<file path="src/rtl/iir_biquad_transposed_df2_macros.svh">
// ----------------------------------------------------------------------------
// Assertion macros for the biquad filter
// Clocked on clk, disabled while rst_n is low.
// ----------------------------------------------------------------------------
`ifndef IIR_BIQUAD_TRANSPOSED_DF2_MACROS_SVH
`define IIR_BIQUAD_TRANSPOSED_DF2_MACROS_SVH

// check consequent in the same cycle
`define IIRBQ_ASSERT_SAME(lbl, ante, cons, msg) \
  lbl: assert property (@(posedge clk) disable iff (!rst_n) (ante) |-> (cons)) \
    else $error(msg);

// check consequent in the next cycle
`define IIRBQ_ASSERT_NEXT(lbl, ante, cons, msg) \
  lbl: assert property (@(posedge clk) disable iff (!rst_n) (ante) |=> (cons)) \
    else $error(msg);

`endif

</file>
<file path="src/rtl/iirbq_pkg.sv">
// ----------------------------------------------------------------------------
// iirbq_pkg
// Types, widths and saturation helpers for the biquad filter.
// ----------------------------------------------------------------------------
package iirbq_pkg;

  localparam int SAMPLE_BITS    = 16;
  localparam int COEF_BITS      = 18;
  localparam int COEF_FRAC_BITS = 14;
  localparam int STATE_BITS     = 40;
  localparam int NUM_CELLS      = 2;
  localparam int PROD_BITS      = SAMPLE_BITS + COEF_BITS;
  localparam int ACC_BITS       = ((PROD_BITS > STATE_BITS) ? PROD_BITS : STATE_BITS) + 2;

  localparam int IN_IDX_LSB     = SAMPLE_BITS;
  localparam int IN_VAL_LSB     = SAMPLE_BITS + 1;
  localparam int IN_DATA_BITS   = ((SAMPLE_BITS + 1 + STATE_BITS + 7) / 8) * 8;
  localparam int OUT_DATA_BITS  = ((SAMPLE_BITS + 7) / 8) * 8;
  localparam int CFG_IDX_BITS   = 3;

  localparam logic signed [COEF_BITS-1:0] B0_RESET = COEF_BITS'(1) << COEF_FRAC_BITS;

  localparam logic signed [SAMPLE_BITS-1:0] SAMPLE_MAX = {1'b0, {(SAMPLE_BITS-1){1'b1}}};
  localparam logic signed [SAMPLE_BITS-1:0] SAMPLE_MIN = {1'b1, {(SAMPLE_BITS-1){1'b0}}};
  localparam logic signed [STATE_BITS-1:0]  STATE_MAX  = {1'b0, {(STATE_BITS-1){1'b1}}};
  localparam logic signed [STATE_BITS-1:0]  STATE_MIN  = {1'b1, {(STATE_BITS-1){1'b0}}};
  localparam logic signed [ACC_BITS-1:0]    ROUND_HALF = ACC_BITS'(1) << (COEF_FRAC_BITS - 1);

  typedef enum logic [1:0] {
    OP_SAMPLE = 2'd0,
    OP_CLEAR  = 2'd1,
    OP_LOAD   = 2'd2
  } op_t;

  typedef enum logic [CFG_IDX_BITS-1:0] {
    REG_B0 = 3'd0,
    REG_B1 = 3'd1,
    REG_B2 = 3'd2,
    REG_A1 = 3'd3,
    REG_A2 = 3'd4
  } reg_t;

  typedef enum logic [2:0] {
    ST_IDLE,
    ST_Y,
    ST_B1,
    ST_B2,
    ST_A1,
    ST_A2
  } state_t;

  typedef enum logic [2:0] {
    MS_B0_IN,
    MS_B1_X,
    MS_B2_X,
    MS_A1_Y,
    MS_A2_Y
  } mul_sel_t;

  typedef struct packed {
    logic clear;
    logic wr;
    logic load;
    logic add;
    logic sub;
    logic commit;
  } cell_ctl_t;

  typedef struct packed {
    mul_sel_t mul_sel;
    logic     mul_en;
    logic     x_load;
    logic     y_load;
    logic     out_push;
  } seq_t;

  typedef struct packed {
    logic                   sat;
    logic [SAMPLE_BITS-1:0] val;
  } sat_sample_t;

  function automatic sat_sample_t sat_sample(input logic signed [ACC_BITS-1:0] v);
    logic signed [ACC_BITS-1:0] hi;
    logic signed [ACC_BITS-1:0] lo;
    sat_sample_t                res;
    hi = ACC_BITS'(SAMPLE_MAX);
    lo = ACC_BITS'(SAMPLE_MIN);
    if (v > hi) begin
      res = '{sat: 1'b1, val: SAMPLE_MAX};
    end else if (v < lo) begin
      res = '{sat: 1'b1, val: SAMPLE_MIN};
    end else begin
      res = '{sat: 1'b0, val: v[SAMPLE_BITS-1:0]};
    end
    return res;
  endfunction

  function automatic logic signed [STATE_BITS-1:0] sat_state(
    input logic signed [ACC_BITS-1:0] v
  );
    logic signed [ACC_BITS-1:0]   hi;
    logic signed [ACC_BITS-1:0]   lo;
    logic signed [STATE_BITS-1:0] res;
    hi = ACC_BITS'(STATE_MAX);
    lo = ACC_BITS'(STATE_MIN);
    if (v > hi) begin
      res = STATE_MAX;
    end else if (v < lo) begin
      res = STATE_MIN;
    end else begin
      res = v[STATE_BITS-1:0];
    end
    return res;
  endfunction

endpackage

</file>
<file path="src/rtl/iir_biquad_transposed_df2.sv">
// ----------------------------------------------------------------------------
// iir_biquad_transposed_df2
// Second-order IIR filter, transposed direct form II, one shared multiplier.
// ----------------------------------------------------------------------------
// A sample steps through ST_Y, ST_B1, ST_B2, ST_A1 and ST_A2, which loads the
//   result into the output register behind out_tvalid. No new sample is taken
//   until the five coefficient products on the single 18x16 multiplier and
//   the commit of both delays are done; a result still waiting in the output
//   register holds the commit. Clear and load act on acceptance, with no result.
// Reset: b0 = 1.0, other coefficients 0, delay line zero, output register empty.
// ----------------------------------------------------------------------------
`include "iir_biquad_transposed_df2_macros.svh"

module iir_biquad_transposed_df2
  import iirbq_pkg::*;
(
  input  logic                     clk,
  input  logic                     rst_n,
  // config write channel
  input  logic                     cfg_valid,
  output logic                     cfg_ready,
  input  logic [CFG_IDX_BITS-1:0]  cfg_index,
  input  logic [COEF_BITS-1:0]     cfg_data,
  // input stream
  input  logic                     in_tvalid,
  output logic                     in_tready,
  // [15:0] sample_in, [16] delay_index, [56:17] delay_value, [63:57] zero
  input  logic [IN_DATA_BITS-1:0]  in_tdata,
  // [1:0] opcode
  input  logic [1:0]               in_tuser,
  // output stream
  output logic                     out_tvalid,
  input  logic                     out_tready,
  // [15:0] sample_out
  output logic [OUT_DATA_BITS-1:0] out_tdata,
  // [0] saturated
  output logic                     out_tuser
);

  logic signed [COEF_BITS-1:0]   b0_r, b1_r, b2_r, a1_r, a2_r;
  logic signed [SAMPLE_BITS-1:0] x_r, y_r;
  logic signed [SAMPLE_BITS-1:0] x_in;
  logic signed [STATE_BITS-1:0]  load_value;
  logic signed [PROD_BITS-1:0]   prod_r, prod_nxt;
  logic signed [COEF_BITS-1:0]   mul_coef;
  logic signed [SAMPLE_BITS-1:0] mul_data;
  logic signed [ACC_BITS-1:0]    y_wide;
  logic signed [ACC_BITS-1:0]    y_shift;
  sat_sample_t                   y_sat;
  logic                          y_flag_r;
  logic                          out_valid_r, out_valid_nxt;
  logic [SAMPLE_BITS-1:0]        out_data_r;
  logic                          out_sat_r;
  logic                          out_busy;
  logic signed [STATE_BITS-1:0]  delay [NUM_CELLS];
  cell_ctl_t [NUM_CELLS-1:0]     cell_ctl;
  seq_t                          seq;

  assign x_in       = signed'(in_tdata[SAMPLE_BITS-1:0]);
  assign load_value = signed'(in_tdata[IN_VAL_LSB +: STATE_BITS]);
  assign cfg_ready  = 1'b1;
  assign out_busy   = out_valid_r && !out_tready;

  always_ff @(posedge clk) begin
    if (!rst_n) begin
      b0_r <= B0_RESET;
      b1_r <= '0;
      b2_r <= '0;
      a1_r <= '0;
      a2_r <= '0;
    end else if (cfg_valid && cfg_ready) begin
      case (reg_t'(cfg_index))
        REG_B0:  b0_r <= signed'(cfg_data);
        REG_B1:  b1_r <= signed'(cfg_data);
        REG_B2:  b2_r <= signed'(cfg_data);
        REG_A1:  a1_r <= signed'(cfg_data);
        REG_A2:  a2_r <= signed'(cfg_data);
        default: begin
        end
      endcase
    end
  end

  iirbq_ctrl u_ctrl (
    .clk         (clk),
    .rst_n       (rst_n),
    .in_tvalid   (in_tvalid),
    .opcode      (op_t'(in_tuser)),
    .delay_index (in_tdata[IN_IDX_LSB]),
    .out_busy    (out_busy),
    .in_tready   (in_tready),
    .cell_ctl    (cell_ctl),
    .seq         (seq)
  );

  always_comb begin
    case (seq.mul_sel)
      MS_B0_IN: begin
        mul_coef = b0_r;
        mul_data = x_in;
      end
      MS_B1_X: begin
        mul_coef = b1_r;
        mul_data = x_r;
      end
      MS_B2_X: begin
        mul_coef = b2_r;
        mul_data = x_r;
      end
      MS_A1_Y: begin
        mul_coef = a1_r;
        mul_data = y_r;
      end
      MS_A2_Y: begin
        mul_coef = a2_r;
        mul_data = y_r;
      end
      default: begin
        mul_coef = b0_r;
        mul_data = x_in;
      end
    endcase
  end

  assign prod_nxt = mul_coef * mul_data;

  always_ff @(posedge clk) begin
    if (seq.mul_en) begin
      prod_r <= prod_nxt;
    end
    if (seq.x_load) begin
      x_r <= x_in;
    end
  end

  // round half up, then clip to sample range
  assign y_wide  = ACC_BITS'(delay[0]) + ACC_BITS'(prod_r) + ROUND_HALF;
  assign y_shift = y_wide >>> COEF_FRAC_BITS;
  assign y_sat   = sat_sample(y_shift);

  always_ff @(posedge clk) begin
    if (seq.y_load) begin
      y_r      <= signed'(y_sat.val);
      y_flag_r <= y_sat.sat;
    end
  end

  generate
    for (genvar k = 0; k < NUM_CELLS; k++) begin : g_cell
      logic signed [STATE_BITS-1:0] chain_in;
      if (k == NUM_CELLS - 1) begin : g_last
        assign chain_in = '0;
      end else begin : g_mid
        assign chain_in = delay[k+1];
      end
      iirbq_cell u_cell (
        .clk      (clk),
        .rst_n    (rst_n),
        .ctl      (cell_ctl[k]),
        .chain_in (chain_in),
        .prod     (prod_r),
        .wr_value (load_value),
        .delay    (delay[k])
      );
    end
  endgenerate

  assign out_valid_nxt = seq.out_push || out_busy;

  always_ff @(posedge clk) begin
    if (!rst_n) begin
      out_valid_r <= 1'b0;
    end else begin
      out_valid_r <= out_valid_nxt;
    end
  end

  always_ff @(posedge clk) begin
    if (seq.out_push) begin
      out_data_r <= y_r;
      out_sat_r  <= y_flag_r;
    end
  end

  assign out_tvalid = out_valid_r;
  assign out_tdata  = OUT_DATA_BITS'(out_data_r);
  assign out_tuser  = out_sat_r;

  `IIRBQ_ASSERT_SAME(a_sat_at_rail, out_valid_r && out_sat_r,
                     out_data_r == SAMPLE_MAX || out_data_r == SAMPLE_MIN,
                     "saturated flag set on a value off the rails")
  `IIRBQ_ASSERT_NEXT(a_clear_zeroes, in_tvalid && in_tready && in_tuser == OP_CLEAR,
                     delay[0] == '0 && delay[1] == '0,
                     "clear left a nonzero delay")
  `IIRBQ_ASSERT_SAME(a_no_overwrite, seq.out_push, !out_busy,
                     "result pushed over an untaken result")

endmodule

</file>
<file path="src/rtl/iirbq_cell.sv">
// ----------------------------------------------------------------------------
// iirbq_cell
// One delay element of the transposed structure with its accumulator.
// ----------------------------------------------------------------------------
module iirbq_cell
  import iirbq_pkg::*;
(
  input  logic                         clk,
  input  logic                         rst_n,
  input  cell_ctl_t                    ctl,
  input  logic signed [STATE_BITS-1:0] chain_in,
  input  logic signed [PROD_BITS-1:0]  prod,
  input  logic signed [STATE_BITS-1:0] wr_value,
  output logic signed [STATE_BITS-1:0] delay
);

  logic signed [STATE_BITS-1:0] delay_r, delay_nxt;
  logic signed [ACC_BITS-1:0]   acc_r, acc_nxt;
  logic signed [ACC_BITS-1:0]   operand;
  logic signed [ACC_BITS-1:0]   acc_sum;

  always_comb begin
    if (ctl.add) begin
      operand = ACC_BITS'(prod);
    end else if (ctl.sub) begin
      operand = -ACC_BITS'(prod);
    end else begin
      operand = '0;
    end
  end

  assign acc_sum = acc_r + operand;

  always_comb begin
    if (ctl.load) begin
      acc_nxt = ACC_BITS'(chain_in);
    end else if (ctl.add || ctl.sub) begin
      acc_nxt = acc_sum;
    end else begin
      acc_nxt = acc_r;
    end
  end

  always_comb begin
    if (ctl.clear) begin
      delay_nxt = '0;
    end else if (ctl.wr) begin
      delay_nxt = wr_value;
    end else if (ctl.commit) begin
      delay_nxt = sat_state(acc_sum);
    end else begin
      delay_nxt = delay_r;
    end
  end

  always_ff @(posedge clk) begin
    if (!rst_n) begin
      delay_r <= '0;
    end else begin
      delay_r <= delay_nxt;
    end
  end

  always_ff @(posedge clk) begin
    acc_r <= acc_nxt;
  end

  assign delay = delay_r;

endmodule

</file>
<file path="src/rtl/iirbq_ctrl.sv">
// ----------------------------------------------------------------------------
// iirbq_ctrl
// Sequencer: schedules the shared multiplier and the delay cells.
// ----------------------------------------------------------------------------
`include "iir_biquad_transposed_df2_macros.svh"

module iirbq_ctrl
  import iirbq_pkg::*;
(
  input  logic                        clk,
  input  logic                        rst_n,
  input  logic                        in_tvalid,
  input  op_t                         opcode,
  input  logic                        delay_index,
  input  logic                        out_busy,
  output logic                        in_tready,
  output cell_ctl_t [NUM_CELLS-1:0]   cell_ctl,
  output seq_t                        seq
);

  state_t state_r, state_nxt;
  logic   accept;

  assign accept = in_tvalid && in_tready;

  always_comb begin
    state_nxt = state_r;
    case (state_r)
      ST_IDLE: begin
        if (accept && opcode == OP_SAMPLE) begin
          state_nxt = ST_Y;
        end
      end
      ST_Y:  state_nxt = ST_B1;
      ST_B1: state_nxt = ST_B2;
      ST_B2: state_nxt = ST_A1;
      ST_A1: state_nxt = ST_A2;
      ST_A2: begin
        if (!out_busy) begin
          state_nxt = ST_IDLE;
        end
      end
      default: state_nxt = ST_IDLE;
    endcase
  end

  always_comb begin
    in_tready   = 1'b0;
    cell_ctl    = '0;
    seq         = '0;
    seq.mul_sel = MS_B0_IN;
    case (state_r)
      ST_IDLE: begin
        in_tready = 1'b1;
        if (accept) begin
          case (opcode)
            OP_SAMPLE: begin
              seq.mul_en = 1'b1;
              seq.x_load = 1'b1;
            end
            OP_CLEAR: begin
              cell_ctl[0].clear = 1'b1;
              cell_ctl[1].clear = 1'b1;
            end
            OP_LOAD: begin
              cell_ctl[delay_index].wr = 1'b1;
            end
            default: begin
            end
          endcase
        end
      end
      ST_Y: begin
        seq.y_load       = 1'b1;
        seq.mul_en       = 1'b1;
        seq.mul_sel      = MS_B1_X;
        cell_ctl[0].load = 1'b1;
        cell_ctl[1].load = 1'b1;
      end
      ST_B1: begin
        seq.mul_en      = 1'b1;
        seq.mul_sel     = MS_B2_X;
        cell_ctl[0].add = 1'b1;
      end
      ST_B2: begin
        seq.mul_en      = 1'b1;
        seq.mul_sel     = MS_A1_Y;
        cell_ctl[1].add = 1'b1;
      end
      ST_A1: begin
        seq.mul_en      = 1'b1;
        seq.mul_sel     = MS_A2_Y;
        cell_ctl[0].sub = 1'b1;
      end
      ST_A2: begin
        if (!out_busy) begin
          seq.out_push       = 1'b1;
          cell_ctl[0].commit = 1'b1;
          cell_ctl[1].sub    = 1'b1;
          cell_ctl[1].commit = 1'b1;
        end
      end
      default: begin
      end
    endcase
  end

  always_ff @(posedge clk) begin
    if (!rst_n) begin
      state_r <= ST_IDLE;
    end else begin
      state_r <= state_nxt;
    end
  end

  `IIRBQ_ASSERT_SAME(a_load_one_cell, 1'b1, $onehot0({cell_ctl[1].wr, cell_ctl[0].wr}),
                     "load wrote both delay cells")
  `IIRBQ_ASSERT_NEXT(a_sample_starts, accept && opcode == OP_SAMPLE, state_r == ST_Y,
                     "accepted sample did not start the sequence")
  `IIRBQ_ASSERT_NEXT(a_stall_holds, state_r == ST_A2 && out_busy, state_r == ST_A2,
                     "final step left while output register full")

endmodule

</file>
<file path="config.mk">
export PLATFORM = sky130hd
export DESIGN_NAME = iir_biquad_transposed_df2
export DESIGN_NICKNAME = d
export VERILOG_FILES = /design/src/rtl/iirbq_pkg.sv /design/src/rtl/iir_biquad_transposed_df2.sv /design/src/rtl/iirbq_cell.sv /design/src/rtl/iirbq_ctrl.sv
export VERILOG_INCLUDE_DIRS = /design/src /design/src/rtl
export SDC_FILE = /design/constraint.sdc
export NUM_CORES = 2
export LEC_CHECK = 0
export BUFFER_PORTS_ARGS = -buffer_cell sky130_fd_sc_hd__buf_2
export CORE_ASPECT_RATIO = 0.6
export CORE_UTILIZATION = 55
export DETAILED_ROUTE_END_ITERATION = 16
export PLACE_DENSITY = 0.72
export SLEW_MARGIN = 20
export SYNTH_ARGS = -nofsm -noshare
export SYNTH_HDL_FRONTEND = slang
export SYNTH_HIERARCHICAL = 1
export SYNTH_SLANG_ARGS = --single-unit
</file>
<file path="constraint.sdc">
create_clock -name clk -period 10.46 [get_ports clk]
set_input_delay 1.569 -clock clk [delete_from_list [all_inputs] [get_ports clk]]
set_output_delay 1.569 -clock clk [all_outputs]
set_load 0.02 [all_outputs]
</file>
==> impl_metrics.ini <==
[setup_path]
crit_path_max_fanout = 19
timing.rr.end = prod_r[33]
r2r_slack_ps = 750
worstSetupStartpointType = flop
slowest_stage = fa_1
cp.required_ps = 10790
critical-path-top-delay-family = adder cells
cp_common_cell = fa_1
r2r-start = u_ctrl/state_r[0]
r2r_cells = 30
crit_arrival_ps = 10030
max_stage_delay_ps = 580
cp-end-kind = flop
worst-setup-path-type = reg2reg
critPathBufInv = 7

[logic_synthesis]
ys_seq_area_frac = 0.242
synth_compound_area_frac = 0.191
syn_inst = 4199
syn_area_sq_um = 35300
synth-xor-area-share = 0.0353
ys_ff_latch = 342
ys_async_sr_fraction = 0
synthAdderAreaFrac = 0.258
synth_ff_type = dfxtp_1
syn_area_per_cell_sq_um = 8.40
synth_edf_count = 168
synth_cell_types = 109
yosys.area_share.simple = 0.190
ys_warn_count = 6
muxShareOfSynthArea = 0.0151
synth_top_family_by_area = adder cells

[grt]
grt_max_degree = 94
overflow = 0
grt_pass1_wl_um = 170000
grt_antenna_before_repair = 1
grt_pass1_vias = 28400
globalRouteTotalUtil = 0.340

[route]
firstDrtPassIters = 12
initialDrtViolationCount = 3782
antenna_left = 0
wl_per_cell_um = 21.6
wirelength_um = 111000
drc = 4
vias = 31300
viasPerCell = 6.12

[hold_path]
holdCritPathClass = reg2reg
hold_depth = 0
hold_end = out_tuser
min_from = y_flag_r

[cts]
clk_pin_slew_ps = 70
clock_latency_ps = 600
cts-root-buf = clkbuf_16
cts_resized = 0
postCtsSetupRepairBufs = 0
cts_tree = built
ctsHoldBuffers = 0
clock_tree.buffer_depth = 3
cts_buffers = 38
clock-sinks = 342
htreeDepth = 2

[timing]
grt_setup_unrepaired = false
fin_setup_tns_ps = 0
fin_skew_ps = 21.0
hold_viol = 0
worstMarginPinSlew_ps = 1140
drv_slew = 0
fmax_ghz = 0.103
post-route-period-util = 0.928
setup_viol = 0
max_slew_margin = 0.240
finalCriticalPeriod_ps = 9710

[placement]
place_congestion = 1.05
placed_cells = 5040
portBuffers = 103
dp_hpwl_um = 87000
place_area_sq_um = 36700

[die]
die_h_um = 198
start_util = 0.560
rows = 71
die-area_sq_um = 65200
die_x_um = 329
coreArea_sq_um = 63000
io_pins = 112

[final_layout]
fin_nets = 4886
fill_cells = 5563
fin_area_sq_um = 38000
diodes = 0
drive_gt1_frac = 0.0796
multi_input_area_sq_um = 24500
finalNonFillerCells = 5109
area_delta_synth_final_pct = 7.62
seqCellArea_sq_um = 8530

[flow_run]
maxCapViolations = 0

[run_status]
outcome = finished with violations
violations = design-rule violations

[power]
power.density_nw_per_um2 = 170
ir_drop_mv = 0.137
p_leak_nw = 16.4
[cells in the mapped netlist (18+ instances only)]
library cell	number	area, sq um
nand2b_1	88	551
dfxtp_1	174	3480
o21a_1	24	180
o21bai_1	18	135
xor2_1	52	455
o21ai_1	34	170
or3_1	21	131
o21ai_0	253	1270
o211ai_1	41	308
a22oi_1	26	195
inv_1	419	1570
o22ai_1	20	125
edfxtp_1	168	5040
nor2_1	396	1490
clkbuf_1	163	612
fa_1	292	5850
xnor2_1	82	718
nand3_1	28	140
nand4_1	47	294
and4_1	18	158
and2_1	24	150
and3_1	31	194
a211oi_1	53	398
nor2b_1	26	163
nand2_1	592	2220
mux2i_1	41	410
a21boi_0	96	721
or2_2	27	169
ha_1	260	3250
nor3b_1	22	165
a21o_1	67	503
a31oi_1	31	194
a21oi_1	225	1130
nor3_1	85	425
[flip-flops by register name, summed over array words and instances, names as in the netlist]
register / count
out_tuser: 1
prod_r: 34
a1_r: 18
x_r: 16
b0_r: 18
a2_r: 18
b1_r: 18
b2_r: 18
u_ctrl/state_r: 3
y_flag_r: 1
g_cell.u_cell/acc_r: 84
out_tvalid: 1
y_r: 16
out_tdata: 16
g_cell.u_cell/delay: 80
[metal layers]
metal	GRT usage	vias up	wire, um	share of wire
li1	-	14500	-	-
met1	0.543	14900	51600	0.47
met2	0.425	1768	40900	0.37
met3	0.118	133	16100	0.15
met4	0.0672	0	1910	0.017
met5	0	-	0	0
[area by class of cell]
| class | count | share of cell area |
|---|---|---|
| clock inverter | 12 | 0.00264 |
| tap | 839 | 0.0277 |
| inverter | 419 | 0.0414 |
| sequential | 342 | 0.225 |
| clock buffer | 56 | 0.0307 |
| timing repair buffer | 167 | 0.0263 |
| multi-input combinational | 3274 | 0.647 |
[placed cells by master (no fill, tap or decap), types with 35 or more instances in the layout]
| cell type | netlist | routed |
|---|---|---|
| o211ai_1 | 41 | 41 |
| nand4_1 | 47 | 47 |
| a21o_1 | 67 | 67 |
| clkbuf_16 | 0 | 41 |
| nand2_1 | 592 | 592 |
| dfxtp_1 | 174 | 174 |
| nor3_1 | 85 | 83 |
| a211oi_1 | 53 | 50 |
| nand2b_1 | 88 | 88 |
| buf_4 | 10 | 65 |
| buf_2 | 13 | 102 |
| nor2_1 | 396 | 393 |
| o21ai_0 | 253 | 252 |
| mux2i_1 | 41 | 40 |
| inv_1 | 419 | 419 |
| a21boi_0 | 96 | 96 |
| o21ai_1 | 34 | 35 |
| ha_1 | 260 | 260 |
| fa_1 | 292 | 292 |
| conb_1 | 2 | 41 |
| xnor2_1 | 82 | 82 |
| edfxtp_1 | 168 | 168 |
| a21oi_1 | 225 | 225 |
| xor2_1 | 52 | 52 |
[worst max path at each step]
stage | start | endpoint | slack (ps) | cells after the start
floorplan | in_tdata[9] | prod_r[31] | 2080 | 27
CTS | u_ctrl/state_r[2] | prod_r[30] | 1020 | 28
detailed placement | u_ctrl/state_r[2] | prod_r[30] | 1060 | 28
global placement | u_ctrl/state_r[2] | prod_r[30] | 1140 | 28
global route | u_ctrl/state_r[0] | prod_r[33] | 230 | 30
finish | u_ctrl/state_r[0] | prod_r[33] | 750 | 30
[stage by stage]
stage          hold slack, ps  power, W  setup slack (ps)  utilization
4_1_cts                   442   0.00642              1020        0.602
5_1_grt                   452   0.00693               227        0.603
3_5_place_dp              436   0.00499              1060        0.582
6_report                  442   0.00647               753        0.603
3_3_place_gp              423   0.00493              1140        0.582
2_1_floorplan             400   0.00412              2080            -
[cells by family (layout without fill, tap and decap cells)]
kind of cell    Yosys count  in the layout
simple gates           1457           1457
compound gates         1035           1035
buf+inv                 622            654
fa+ha+maj               552            552
flops                   342            342
xor+xnor                137            137
mux                      52             52
other cells               2             41
[power breakdown]
part	internal (W)	switching, W
logic	0.00123	0.00200
clock network	0.000782	0.000627
registers	0.00163	0.000195
Power figures use the tool's default switching activity.
